==> src/rtl/aqls_pkg.sv <==
package aqls_pkg;

    localparam int MAX_COLUMNS = 1024;
    localparam int ADDR_W      = $clog2(MAX_COLUMNS);
    localparam int CNT_W       = $clog2(MAX_COLUMNS + 1);
    localparam int LIMITS      = 5;
    localparam int LIMIT_W     = 3;
    localparam int DEN_W       = 16;
    localparam int QLEN_W      = 11;
    localparam int FLAG_W      = 2;
    localparam int CFG_IDX_W   = 3;
    localparam int PROD_W      = CNT_W + DEN_W;

    localparam int FLAG_MISMATCH = 0;
    localparam int FLAG_TARGET   = 1;

    localparam logic [LIMIT_W-1:0] FIRST_LIMIT = '0;
    localparam logic [LIMIT_W-1:0] LAST_LIMIT  = LIMIT_W'(LIMITS - 1);

    typedef logic [LIMITS-1:0][DEN_W-1:0] t_dens;

    localparam t_dens DEN_RESET = {16'd50000, 16'd100, 16'd50, 16'd10, 16'd5};

    typedef struct packed {
        logic              we;
        logic [ADDR_W-1:0] waddr;
        logic [FLAG_W-1:0] wdata;
        logic [ADDR_W-1:0] raddr;
    } t_ram_req;

endpackage

==> src/rtl/aqls_in_if.sv <==
interface aqls_in_if;
    logic valid;
    logic ready;
    logic column_matches;
    logic target_is_gap;
    logic last_column;

    modport source (
        output valid, column_matches, target_is_gap, last_column,
        input  ready
    );
    modport sink (
        input  valid, column_matches, target_is_gap, last_column,
        output ready
    );
endinterface

==> src/rtl/aqls_out_if.sv <==
interface aqls_out_if;
    logic        valid;
    logic        ready;
    logic [2:0]  limit_index;
    logic [10:0] qualified_length;
    logic        capacity_overflow;
    logic        last_result;

    modport source (
        output valid, limit_index, qualified_length, capacity_overflow, last_result,
        input  ready
    );
    modport sink (
        input  valid, limit_index, qualified_length, capacity_overflow, last_result,
        output ready
    );
endinterface

==> src/rtl/aqls_ram.sv <==
module aqls_ram #(
    parameter int WIDTH = 2,
    parameter int DEPTH = 1024
) (
    input  logic                     i_clk,
    input  logic                     i_we,
    input  logic [$clog2(DEPTH)-1:0] i_waddr,
    input  logic [WIDTH-1:0]         i_wdata,
    input  logic [$clog2(DEPTH)-1:0] i_raddr,
    output logic [WIDTH-1:0]         o_rdata
);
    logic [WIDTH-1:0] r_mem [DEPTH];
    logic [WIDTH-1:0] r_rdata;

    always_ff @(posedge i_clk) begin
        if (i_we) begin
            r_mem[i_waddr] <= i_wdata;
        end
        r_rdata <= r_mem[i_raddr];
    end

    assign o_rdata = r_rdata;
endmodule

==> src/rtl/aqls_cfg.sv <==
module aqls_cfg import aqls_pkg::*; (
    input  logic                 i_clk,
    input  logic                 i_rst_n,
    input  logic                 i_cfg_we,
    input  logic [CFG_IDX_W-1:0] i_cfg_index,
    input  logic [DEN_W-1:0]     i_cfg_data,
    output t_dens                o_dens
);
    t_dens r_dens;
    t_dens n_dens;

    always_comb begin
        n_dens = r_dens;
        for (int k = 0; k < LIMITS; k++) begin
            if (i_cfg_we && i_cfg_index == CFG_IDX_W'(k)) begin
                n_dens[k] = i_cfg_data;
            end
        end
    end

    always_ff @(posedge i_clk) begin
        if (!i_rst_n) begin
            r_dens <= DEN_RESET;
        end else begin
            r_dens <= n_dens;
        end
    end

    assign o_dens = r_dens;
endmodule

==> src/rtl/aqls_ctrl.sv <==
module aqls_ctrl import aqls_pkg::*; (
    input  logic              i_clk,
    input  logic              i_rst_n,
    aqls_in_if.sink           i_col,
    aqls_out_if.source        o_res,
    input  t_dens             i_dens,
    output t_ram_req          o_ram,
    input  logic [FLAG_W-1:0] i_rdata
);
    localparam logic [2:0] S_LOAD  = 3'd0;
    localparam logic [2:0] S_START = 3'd1;
    localparam logic [2:0] S_TEST  = 3'd2;
    localparam logic [2:0] S_CHECK = 3'd3;
    localparam logic [2:0] S_EMIT  = 3'd4;

    logic [2:0]         r_state, n_state;
    logic [CNT_W-1:0]   r_count, n_count;
    logic [CNT_W-1:0]   r_total, n_total;
    logic [CNT_W-1:0]   r_mism, n_mism;
    logic               r_ovf, n_ovf;
    logic [ADDR_W-1:0]  r_pos, n_pos;
    logic [LIMIT_W-1:0] r_k, n_k;
    logic [CNT_W-1:0]   r_len, n_len;
    logic [CNT_W-1:0]   r_err, n_err;
    logic [CNT_W-1:0]   r_prev_len, n_prev_len;
    logic [CNT_W-1:0]   r_prev_err, n_prev_err;
    logic [CNT_W-1:0]   r_result, n_result;
    logic [PROD_W-1:0]  r_prod, n_prod;
    logic               r_out_valid, n_out_valid;
    logic [LIMIT_W-1:0] r_out_k, n_out_k;
    logic [QLEN_W-1:0]  r_out_len, n_out_len;
    logic               r_out_ovf, n_out_ovf;
    logic               r_out_last, n_out_last;

    logic              w_accept;
    logic              w_room;
    logic              w_slot_free;
    logic [DEN_W-1:0]  w_den;
    logic [CNT_W-1:0]  w_count_inc;

    assign i_col.ready = (r_state == S_LOAD);
    assign w_accept    = i_col.valid && i_col.ready;
    assign w_room      = r_count < CNT_W'(MAX_COLUMNS);
    assign w_slot_free = !r_out_valid || o_res.ready;
    assign w_den       = i_dens[r_k];
    assign w_count_inc = r_count + CNT_W'(1);

    assign o_ram.we    = w_accept && w_room;
    assign o_ram.waddr = ADDR_W'(r_count);
    assign o_ram.wdata = {!i_col.target_is_gap, !i_col.column_matches};
    assign o_ram.raddr = r_pos;

    always_comb begin
        n_state     = r_state;
        n_count     = r_count;
        n_total     = r_total;
        n_mism      = r_mism;
        n_ovf       = r_ovf;
        n_pos       = r_pos;
        n_k         = r_k;
        n_len       = r_len;
        n_err       = r_err;
        n_prev_len  = r_prev_len;
        n_prev_err  = r_prev_err;
        n_result    = r_result;
        n_prod      = r_prod;
        n_out_valid = r_out_valid && !o_res.ready;
        n_out_k     = r_out_k;
        n_out_len   = r_out_len;
        n_out_ovf   = r_out_ovf;
        n_out_last  = r_out_last;

        unique case (r_state)
            S_LOAD: begin
                if (w_accept) begin
                    if (w_room) begin
                        n_count = w_count_inc;
                        n_total = r_total + CNT_W'(!i_col.target_is_gap);
                        n_mism  = r_mism + CNT_W'(!i_col.column_matches);
                    end else begin
                        n_ovf = 1'b1;
                    end
                    if (i_col.last_column) begin
                        n_pos      = ADDR_W'(n_count - CNT_W'(1));
                        n_k        = FIRST_LIMIT;
                        n_prev_len = '0;
                        n_prev_err = '0;
                        n_state    = S_START;
                    end
                end
            end
            S_START: begin
                if (r_k == FIRST_LIMIT) begin
                    n_len = r_total;
                    n_err = r_mism;
                end else begin
                    n_len = r_prev_len;
                    n_err = r_prev_err;
                end
                n_state = S_TEST;
            end
            S_TEST: begin
                if (r_len == '0 || r_pos == '0) begin
                    n_result = '0;
                    n_state  = S_EMIT;
                end else begin
                    n_prod  = PROD_W'(r_err) * PROD_W'(w_den);
                    n_state = S_CHECK;
                end
            end
            S_CHECK: begin
                if (r_prod <= PROD_W'(r_len)) begin
                    n_result   = r_len;
                    n_prev_len = r_len;
                    n_prev_err = r_err;
                    n_state    = S_EMIT;
                end else begin
                    if (i_rdata[FLAG_MISMATCH] && r_err != '0) begin
                        n_err = r_err - CNT_W'(1);
                    end
                    if (i_rdata[FLAG_TARGET]) begin
                        n_len = r_len - CNT_W'(1);
                    end
                    n_pos   = r_pos - ADDR_W'(1);
                    n_state = S_TEST;
                end
            end
            S_EMIT: begin
                if (w_slot_free) begin
                    n_out_valid = 1'b1;
                    n_out_k     = r_k;
                    n_out_len   = QLEN_W'(r_result);
                    n_out_ovf   = r_ovf;
                    n_out_last  = (r_k == LAST_LIMIT);
                    if (r_k == LAST_LIMIT) begin
                        n_count = '0;
                        n_total = '0;
                        n_mism  = '0;
                        n_ovf   = 1'b0;
                        n_state = S_LOAD;
                    end else begin
                        n_k     = r_k + LIMIT_W'(1);
                        n_state = S_START;
                    end
                end
            end
            default: begin
                n_state = S_LOAD;
            end
        endcase
    end

    always_ff @(posedge i_clk) begin
        if (!i_rst_n) begin
            r_state     <= S_LOAD;
            r_count     <= '0;
            r_total     <= '0;
            r_mism      <= '0;
            r_ovf       <= 1'b0;
            r_k         <= FIRST_LIMIT;
            r_out_valid <= 1'b0;
        end else begin
            r_state     <= n_state;
            r_count     <= n_count;
            r_total     <= n_total;
            r_mism      <= n_mism;
            r_ovf       <= n_ovf;
            r_k         <= n_k;
            r_out_valid <= n_out_valid;
        end
    end

    always_ff @(posedge i_clk) begin
        r_pos      <= n_pos;
        r_len      <= n_len;
        r_err      <= n_err;
        r_prev_len <= n_prev_len;
        r_prev_err <= n_prev_err;
        r_result   <= n_result;
        r_prod     <= n_prod;
        r_out_k    <= n_out_k;
        r_out_len  <= n_out_len;
        r_out_ovf  <= n_out_ovf;
        r_out_last <= n_out_last;
    end

    assign o_res.valid             = r_out_valid;
    assign o_res.limit_index       = r_out_k;
    assign o_res.qualified_length  = r_out_len;
    assign o_res.capacity_overflow = r_out_ovf;
    assign o_res.last_result       = r_out_last;
endmodule

==> src/rtl/alignment_quality_length_scorer_core.sv <==
// One column transaction is taken per cycle while the block is loading.
// After the last column, each limit passes through a start state, a test state,
// a check and another test for each trimmed column, and the emit state into the
// output register; the backward scan through the column memory sets how long a
// limit takes, and a stalled result sink holds the emit state. Reset is
// synchronous and active low: it clears the counts and the controller and
// restores the default denominators.
module alignment_quality_length_scorer_core import aqls_pkg::*; (
    input  logic                 i_clk,
    input  logic                 i_rst_n,
    input  logic                 i_cfg_we,
    input  logic [CFG_IDX_W-1:0] i_cfg_index,
    input  logic [DEN_W-1:0]     i_cfg_data,
    aqls_in_if.sink              i_col,
    aqls_out_if.source           o_res
);
    t_dens             w_dens;
    t_ram_req          w_ram;
    logic [FLAG_W-1:0] w_rdata;

    aqls_cfg u_cfg (
        .i_clk       (i_clk),
        .i_rst_n     (i_rst_n),
        .i_cfg_we    (i_cfg_we),
        .i_cfg_index (i_cfg_index),
        .i_cfg_data  (i_cfg_data),
        .o_dens      (w_dens)
    );

    aqls_ram #(
        .WIDTH (FLAG_W),
        .DEPTH (MAX_COLUMNS)
    ) u_ram (
        .i_clk   (i_clk),
        .i_we    (w_ram.we),
        .i_waddr (w_ram.waddr),
        .i_wdata (w_ram.wdata),
        .i_raddr (w_ram.raddr),
        .o_rdata (w_rdata)
    );

    aqls_ctrl u_ctrl (
        .i_clk   (i_clk),
        .i_rst_n (i_rst_n),
        .i_col   (i_col),
        .o_res   (o_res),
        .i_dens  (w_dens),
        .o_ram   (w_ram),
        .i_rdata (w_rdata)
    );
endmodule

==> src/flat_wrapper.sv <==
// flat-port wrapper written by rule: the top's interface ports become plain ports
module alignment_quality_length_scorer_core_flat import aqls_pkg::*;
  (i_clk, i_rst_n, i_cfg_we, i_cfg_index, i_cfg_data, i_col_valid, i_col_column_matches, i_col_target_is_gap, i_col_last_column, i_col_ready, o_res_valid, o_res_limit_index, o_res_qualified_length, o_res_capacity_overflow, o_res_last_result, o_res_ready);
  aqls_in_if i_col_i ();
  aqls_out_if o_res_i ();
  input  logic i_clk;
  input  logic i_rst_n;
  input  logic i_cfg_we;
  input  logic [CFG_IDX_W-1:0] i_cfg_index;
  input  logic [DEN_W-1:0] i_cfg_data;
  input wire logic [$bits(i_col_i.valid)-1:0] i_col_valid;
  input wire logic [$bits(i_col_i.column_matches)-1:0] i_col_column_matches;
  input wire logic [$bits(i_col_i.target_is_gap)-1:0] i_col_target_is_gap;
  input wire logic [$bits(i_col_i.last_column)-1:0] i_col_last_column;
  output wire logic [$bits(i_col_i.ready)-1:0] i_col_ready;
  output wire logic [$bits(o_res_i.valid)-1:0] o_res_valid;
  output wire logic [$bits(o_res_i.limit_index)-1:0] o_res_limit_index;
  output wire logic [$bits(o_res_i.qualified_length)-1:0] o_res_qualified_length;
  output wire logic [$bits(o_res_i.capacity_overflow)-1:0] o_res_capacity_overflow;
  output wire logic [$bits(o_res_i.last_result)-1:0] o_res_last_result;
  input wire logic [$bits(o_res_i.ready)-1:0] o_res_ready;
  assign i_col_i.valid = i_col_valid;
  assign i_col_i.column_matches = i_col_column_matches;
  assign i_col_i.target_is_gap = i_col_target_is_gap;
  assign i_col_i.last_column = i_col_last_column;
  assign i_col_ready = i_col_i.ready;
  assign o_res_valid = o_res_i.valid;
  assign o_res_limit_index = o_res_i.limit_index;
  assign o_res_qualified_length = o_res_i.qualified_length;
  assign o_res_capacity_overflow = o_res_i.capacity_overflow;
  assign o_res_last_result = o_res_i.last_result;
  assign o_res_i.ready = o_res_ready;
  alignment_quality_length_scorer_core u_core (.i_clk(i_clk), .i_rst_n(i_rst_n), .i_cfg_we(i_cfg_we), .i_cfg_index(i_cfg_index), .i_cfg_data(i_cfg_data), .i_col(i_col_i), .o_res(o_res_i));
endmodule
==> config.mk <==
export PLATFORM = sky130hd
export DESIGN_NAME = alignment_quality_length_scorer_core_flat
export DESIGN_NICKNAME = d
export VERILOG_FILES = /design/src/rtl/aqls_pkg.sv /design/src/rtl/aqls_in_if.sv /design/src/rtl/aqls_out_if.sv /design/src/rtl/aqls_ram.sv /design/src/rtl/aqls_cfg.sv /design/src/rtl/aqls_ctrl.sv /design/src/rtl/alignment_quality_length_scorer_core.sv /design/src/flat_wrapper.sv
export SDC_FILE = /design/constraint.sdc
export NUM_CORES = 2
export LEC_CHECK = 0
export BUFFER_PORTS_ARGS = -buffer_cell sky130_fd_sc_hd__buf_2
export CAP_MARGIN = 20
export CORE_MARGIN = 3
export CORE_UTILIZATION = 55
export DETAILED_ROUTE_END_ITERATION = 10
export GPL_TIMING_DRIVEN = 0
export PLACE_DENSITY_LB_ADDON = 0.1
export SETUP_SLACK_MARGIN = 0.3
export SYNTH_ARGS = -nofsm -noshare
export SYNTH_HDL_FRONTEND = slang
export SYNTH_HIERARCHICAL = 1
export SYNTH_SLANG_ARGS = --single-unit
export TNS_END_PERCENT = 20
==> constraint.sdc <==
create_clock -name i_clk -period 30.8 [get_ports i_clk]
set_input_delay 6.16 -clock i_clk [delete_from_list [all_inputs] [get_ports i_clk]]
set_output_delay 6.16 -clock i_clk [all_outputs]
set_load 0.01 [all_outputs]
**Yosys cells after proc, flatten, opt, wreduce, memory -nomap -nowiden**

Memories as Yosys holds them, arrays and structs flattened. A register that Yosys moved wholly into a read port is not among the register bits.
Index checks and enable logic that the tools add are counted.

- Add/sub/neg operators: 8
- Shift operators: 0
- Mux-type cells: 56
- Bitwise gates (word level): 1
- Divide/modulo/power cells: 0
- Magnitude comparators: 3
- Eq/ne operators: 21
- $mul: 1
- Reduce and logical (&&, ||, !) cells: 37

Operators by type and width:

| cell | number |
|---|---|
| two-way mux 11 bit | 21 |
| one-hot mux 11 bit (2 select lines) | 8 |
| binary-select mux 16 bit (select 3 bit) | 1 |
| two-way mux 10 bit | 3 |
| less-or-equal comparator 27 x 11 -> 1 bit | 1 |
| multiplier 11 x 16 -> 27 bit | 1 |
| two-way mux 3 bit | 9 |
| adder 11 x 1 -> 11 bit | 2 |
| subtractor 11 x 1 -> 11 bit, second input constant | 2 |
| one-hot mux 10 bit (2 select lines) | 1 |
| subtractor 10 x 1 -> 10 bit, second input constant | 2 |
| inequality test 2 bit, second input constant | 9 |
| two-way mux 16 bit | 1 |
| one-hot mux 3 bit (5 select lines) | 1 |
| AND reduction 5 bit | 3 |
| equality test 3 x 2 -> 1 bit, second input constant | 4 |
| AND reduction 3 bit | 4 |
| AND reduction 4 bit | 3 |
| adder 11 x 1 -> 11 bit, second input constant | 1 |
| zero test 11 bit | 1 |
| < comparator 11 bit, second input constant | 1 |
| nonzero test 11 bit | 1 |
| zero test 10 bit | 1 |
| equality test 3 bit, second input constant | 3 |
| other kinds (14) | 43 |

- Memories: 1
- Latch bits: 0
- Memory bits (read-only): 0
- Input bits: 27
- Register bits after elaboration: 229
- Output and inout port bits: 18
- Bits in writable memories: 2048

Memory list:

| memory | words | bits a word | rd ports | clocked after memory_dff | write ports | RTL line | RTL |
|---|---|---|---|---|---|---|---|
| u_core.u_ram.r_mem | 1024 | 2 | 1 | 1 | 1 | aqls_ram.sv:12 | `logic [WIDTH-1:0] r_mem [DEPTH];` |

**Longest topological paths before layout**

- Depth after elaboration: 8
- Depth in mapped cells: 26
- Mapped depth without buffers: 22

**Hierarchy**

Netlist, hierarchy kept.

Modules (own cells, without submodules):

| module | instances | area an instance (um2) | cells an instance |
|---|---|---|---|
| aqls_ram | 1 | 83757.8 | 4793 |
| aqls_ctrl | 1 | 13480.4 | 1412 |
| aqls_cfg | 1 | 3113.0 | 296 |

**Least setup slack after synthesis**

OpenSTA, ideal clock, no wires.

- Path type: input to register
- From: in i_col_column_matches
- To: mem u_core.u_ram.r_mem[0][0], data pin
- Path buffers: 0
- Cell stages on the path: 1
- Arrival time: 17.098 ns
- Path slack: 11.219 ns
- Cell sequence: inv_1

- Word-level cells in the longest chain between the ends: 1

RTL lines:

| what | RTL line | RTL |
|---|---|---|
| from (decl) | flat_wrapper.sv:12 | `input wire logic [$bits(i_col_i.column_matches)-1:0] i_col_column_matches;` |
| zero test 1 bit | aqls_ctrl.sv:50 | `assign o_ram.wdata = {!i_col.target_is_gap, !i_col.column_matches};` |
| to (decl) | aqls_ram.sv:12 |  |

No other way between the ends.

**Worst setup path after layout**

- From: reg u_core.u_ctrl.r_k[0]
- To: reg u_core.u_ctrl.r_prod[24], data pin

- Word-level cells in the longest chain between the ends: 3

RTL lines:

| what | RTL line | RTL |
|---|---|---|
| from (decl) | aqls_ctrl.sv:22 | `logic [LIMIT_W-1:0] r_k, n_k;` |
| from (signal assigned) | aqls_ctrl.sv:168 | `r_k <= n_k;` |
| binary-select mux 16 bit (select 3 bit) | aqls_ctrl.sv:45 | `assign w_den = i_dens[r_k];` |
| two-way mux 16 bit (implied by the code) | aqls_ctrl.sv:45 |  |
| multiplier 11 x 16 -> 27 bit | aqls_ctrl.sv:107 | `n_prod = PROD_W'(r_err) * PROD_W'(w_den);` |
| to (signal assigned) | aqls_ctrl.sv:180 | `r_prod <= n_prod;` |
| to (decl) | aqls_ctrl.sv:28 | `logic [PROD_W-1:0] r_prod, n_prod;` |

No other way between the ends. The select of a mux whose other input is x is not followed.
A chain may end at the register's enable or synchronous reset.

==> run summary <==
The flow ran to the end, and the final reports show no timing, DRC or antenna violations. The area overhead of the layout relative to synthesis came out at 12.6%. The overall die width came out at 433 microns. The most used standard cell by instance count after synthesis is edfxtp_1.

In this run the most critical hold path is launched from u_core/u_ctrl/r_result[8]. The via count of the first global-routing pass is 62300. The peak supply drop is 0.0000630 V.

The number of nets with antenna violations after routing is 0. The share of synthesized registers carrying an async set or reset is 0. The initial detailed-routing violation count is 12900.

The worst setup path is launched from a flop. Setup slack on the worst reg-to-reg path comes out at approximately 22 ns. The total length of routed wires came out at 369000 microns.

Between clock sinks in the finished design, the worst skew comes to 0.0323 ns. The element type at the critical path end is a flop. The initialized floorplan defines between 150 and 200 standard-cell rows. The clock network latency to the later pin of the worst-skew pair came out at 0.91 ns.

The overall die area is 188000 sq um. The worst-case headroom to the max-slew limit is 0.0975. The number of nets in the synthesized netlist came out at 6739. The cell count of the worst hold path came out at 0. TritonCTS built the clock tree.

The ratio of total power to cell area came out at 66.9 nW/um^2. The hold violation total from the final report came out at 0. The number of buffers inserted by post-CTS setup repair came out at 0. The number of distinct standard cells referenced by the synthesized netlist came out at 91. The y dimension of the die came out at 433 microns. The clock tree buffer depth came out at 3. The number of warning messages in the yosys log came out at 6. The capturing point of the worst reg2reg path is u_core/u_ctrl/r_prod[24]. The half-perimeter wire length after detailed placement came out at around 250000 microns.

The startpoint identified for the worst register-to-register timing path is u_core/u_ctrl/r_k[0]. The tightest min-delay check is of the reg2reg type. The worst path in the final design needs a cycle of 8.56 ns, including I/O delays and setup. The sequential-to-total area share from yosys stat came out at 0.670. Clock tree synthesis selected as its root buffer the cell clkbuf_16. The congestion estimate from routability-driven global placement came to 1.02.

The I/O pin count came out at 45. For hold timing, the worst endpoint is u_core/u_ctrl/o_res.qualified_length[8]. The maximum fanout along the worst path is 10. The proportion of layout cells with a drive suffix above 1 came out at 0.168. The pre-antenna-repair detailed-routing pass consisted of 9 iterations. The number of hold buffers added after cts is 0. After synthesis, the cell types taking the most area are edfxtp_1 (65%), mux4_2 (10%), nor2_1 (4.3%).

The worst setup path is of the reg2reg kind. The post-detailed-route wirelength per cell came out at ~39 microns. In the global route stage, overall resource usage came out at 0.395. The first global-routing pass estimated 500000 microns of wire. The fraction of post-synthesis cell area in the top cell type by area came out at 0.645.

In the synthesized netlist, the cells that appear most often are edfxtp_1 (2156), nor2_1 (1162), mux4_2 (450). Entering global routing, the biggest net connects about 190 pins. The measured slew at the worst slew-check pin is 1.35 ns. The number of port buffers came out at 44. The area inside the core boundary is 181000 sq um.

Summed over all instances, the cell type with the most area after synthesis is edfxtp_1. The static power due to leakage is approximately 0.037 uW. The H-tree level count is 4. For the worst setup path, the data arrival time is 9.17 ns.

The number of enable flip-flop cells after synthesis came out at 2156. The final number of max-transition violations came out at 0. Setup violations remaining at the end of the flow were counted as 0. The most used flip-flop cell after synthesis is edfxtp_1. The mapped netlist covers 100000 sq um. The aggregate global routing overflow is 0. The number of antenna violations at the first check in global routing is 27.

The CTS buffer count came out at 232. The effective utilization at floorplan came out at 0.554. The number of nets in the layout came out at 7130. The final cycle utilization of the critical path is 0.278. Synthesis inferred 2279 register bits.

The maximum clock frequency is ~120 MHz. The required time reported for the critical path endpoint is 31.41 ns. The setup TNS came out at 0 ns. Each instance of the synthesized netlist takes up on average 15.4 sq um. Once the clock tree was built, the resizer swapped 0 gates to a different size. Setup repair after global routing left no endpoint under its margin. Measured in cells, the most critical reg-to-reg path has a length of 24.

The final hold slack is 0.420 ns. The detail-routed via count per cell came out at a little under 7. Summing over every cut layer, the via total after detailed routing is roughly 66000.

The total of max-cap violations is 0. The instance count of the mapped netlist is between 6000 and 7000. The number of remaining DRC errors is 0. After clock tree synthesis, the clock-pin slew on the worst setup and hold paths is 0.06 ns. Counting every sink on the clock net gives 2279.
## state kept, by name, summed over array words and instances (netlist names), 10 cells and up
name / cells
u_core/u_cfg/o_dens: 80
u_core/u_ctrl/o_res.qualified_length: 11
u_core/u_ctrl/r_count: 11
u_core/u_ctrl/r_err: 11
u_core/u_ctrl/r_len: 11
u_core/u_ctrl/r_mism: 11
u_core/u_ctrl/r_pos: 10
u_core/u_ctrl/r_prev_err: 11
u_core/u_ctrl/r_prev_len: 11
u_core/u_ctrl/r_prod: 27
u_core/u_ctrl/r_result: 11
u_core/u_ctrl/r_total: 11
u_core/u_ram/r_mem: 2048
## cells in the final DEF (no fill, tap or decap), types with 47 or more instances in the layout
cell type,synthesis,final
a21oi_1,129,129
a22oi_1,50,50
and2_1,101,101
buf_1,57,50
buf_2,45,97
buf_4,46,50
buf_8,14,82
clkbuf_1,294,290
clkbuf_16,0,233
clkbuf_2,2,62
clkinv_1,2,55
clkinv_2,0,47
dfxtp_1,123,123
edfxtp_1,2156,2156
fa_1,125,125
ha_1,86,86
inv_1,183,181
mux2i_1,332,332
mux4_2,450,450
nand2_1,318,318
nand3_1,56,56
nor2_1,1162,1159
nor2b_1,55,55
nor3_1,61,60
o21ai_0,70,69
o221ai_1,84,84
o22ai_1,61,61
## how the worst max path moves through the flow
stage | startpoint | to | cells past startpoint
4_1_cts | u_core/u_ctrl/r_k[0] | u_core/u_ctrl/r_prod[24] | 24
3_3_place_gp | i_col_column_matches | u_core/u_ram/r_mem[504][0] | 2
3_5_place_dp | i_col_target_is_gap | u_core/u_ram/r_mem[504][1] | 6
5_1_grt | u_core/u_ctrl/r_k[0] | u_core/u_ctrl/r_prod[26] | 24
6_report | u_core/u_ctrl/r_k[0] | u_core/u_ctrl/r_prod[24] | 24
2_1_floorplan | i_col_column_matches | u_core/u_ram/r_mem[0][0] | 1
## per-layer routing
metal | global-route usage | part of all wire | vias to the layer above
met2 | 0.537 | 0.41 | 5465
li1 | - | - | 25400
met5 | 0.0101 | 0.0013 | -
met1 | 0.538 | 0.35 | 33600
met3 | 0.155 | 0.16 | 1111
met4 | 0.231 | 0.074 | 18
## kinds of logic after synthesis
family | after synthesis | share of synthesized area
adders and majority gates | 211 | 0.0357
buffers and inverters | 684 | 0.0328
xor gates and xnor gates | 73 | 0.00645
muxes | 797 | 0.136
DFF | 2279 | 0.670
AOI/OAI and AO/OA | 539 | 0.0364
and+or+nand+nor | 1918 | 0.0832
## where the power goes
group	leakage [uW]	internal, uW	switching (uW)	total [uW]
registers	0.0204	3430	24.1	3450
logic	0.0130	422	922	1340
clock network	0.00359	1530	1220	2760
## critical path, stage by stage, from the launching register on
cell and delay, ns:
dfxtp_1 0.39, buf_2 0.30, inv_1 0.14, nor2_1 0.67
buf_2 0.39, a21oi_1 0.11, o22ai_1 0.64, clkbuf_1 0.44
nand2_1 0.15, fa_1 0.53, fa_1 0.54, inv_1 0.05
fa_1 0.50, fa_1 0.54, inv_1 0.06, fa_1 0.52
inv_1 0.04, ha_1 0.26, clkbuf_1 0.25, nand4_1 0.22
nor2_1 0.21, a211oi_1 0.14, a211oi_1 0.67, o221ai_1 0.30
xnor2_1 0.19
## metrics by stage
step	setup WS (ns)	cells	instance area, sq um	util	total power (uW)
after floorplan	11.22	6501	100000	-	4270
after global placement	0.258	8915	104000	0.572	4850
after detailed placement	21.60	9024	106000	0.583	4800
after CTS	22.48	9456	113000	0.623	7510
after global routing	21.96	9462	113000	0.624	7730
final	22.24	9478	113000	0.624	7560
## final cells by class
cell class	instances	area, sq um
clock buffers	290	6060
well taps	2370	2970
multi-input cells	3538	29900
diodes	18	45.0
repair buffers	157	2140
clock inverters	142	1310
plain buffers	498	2680
flip-flops and latches	2279	67200
fillers	13500	68100
inverters	186	713
Power figures use the tool's default switching activity.
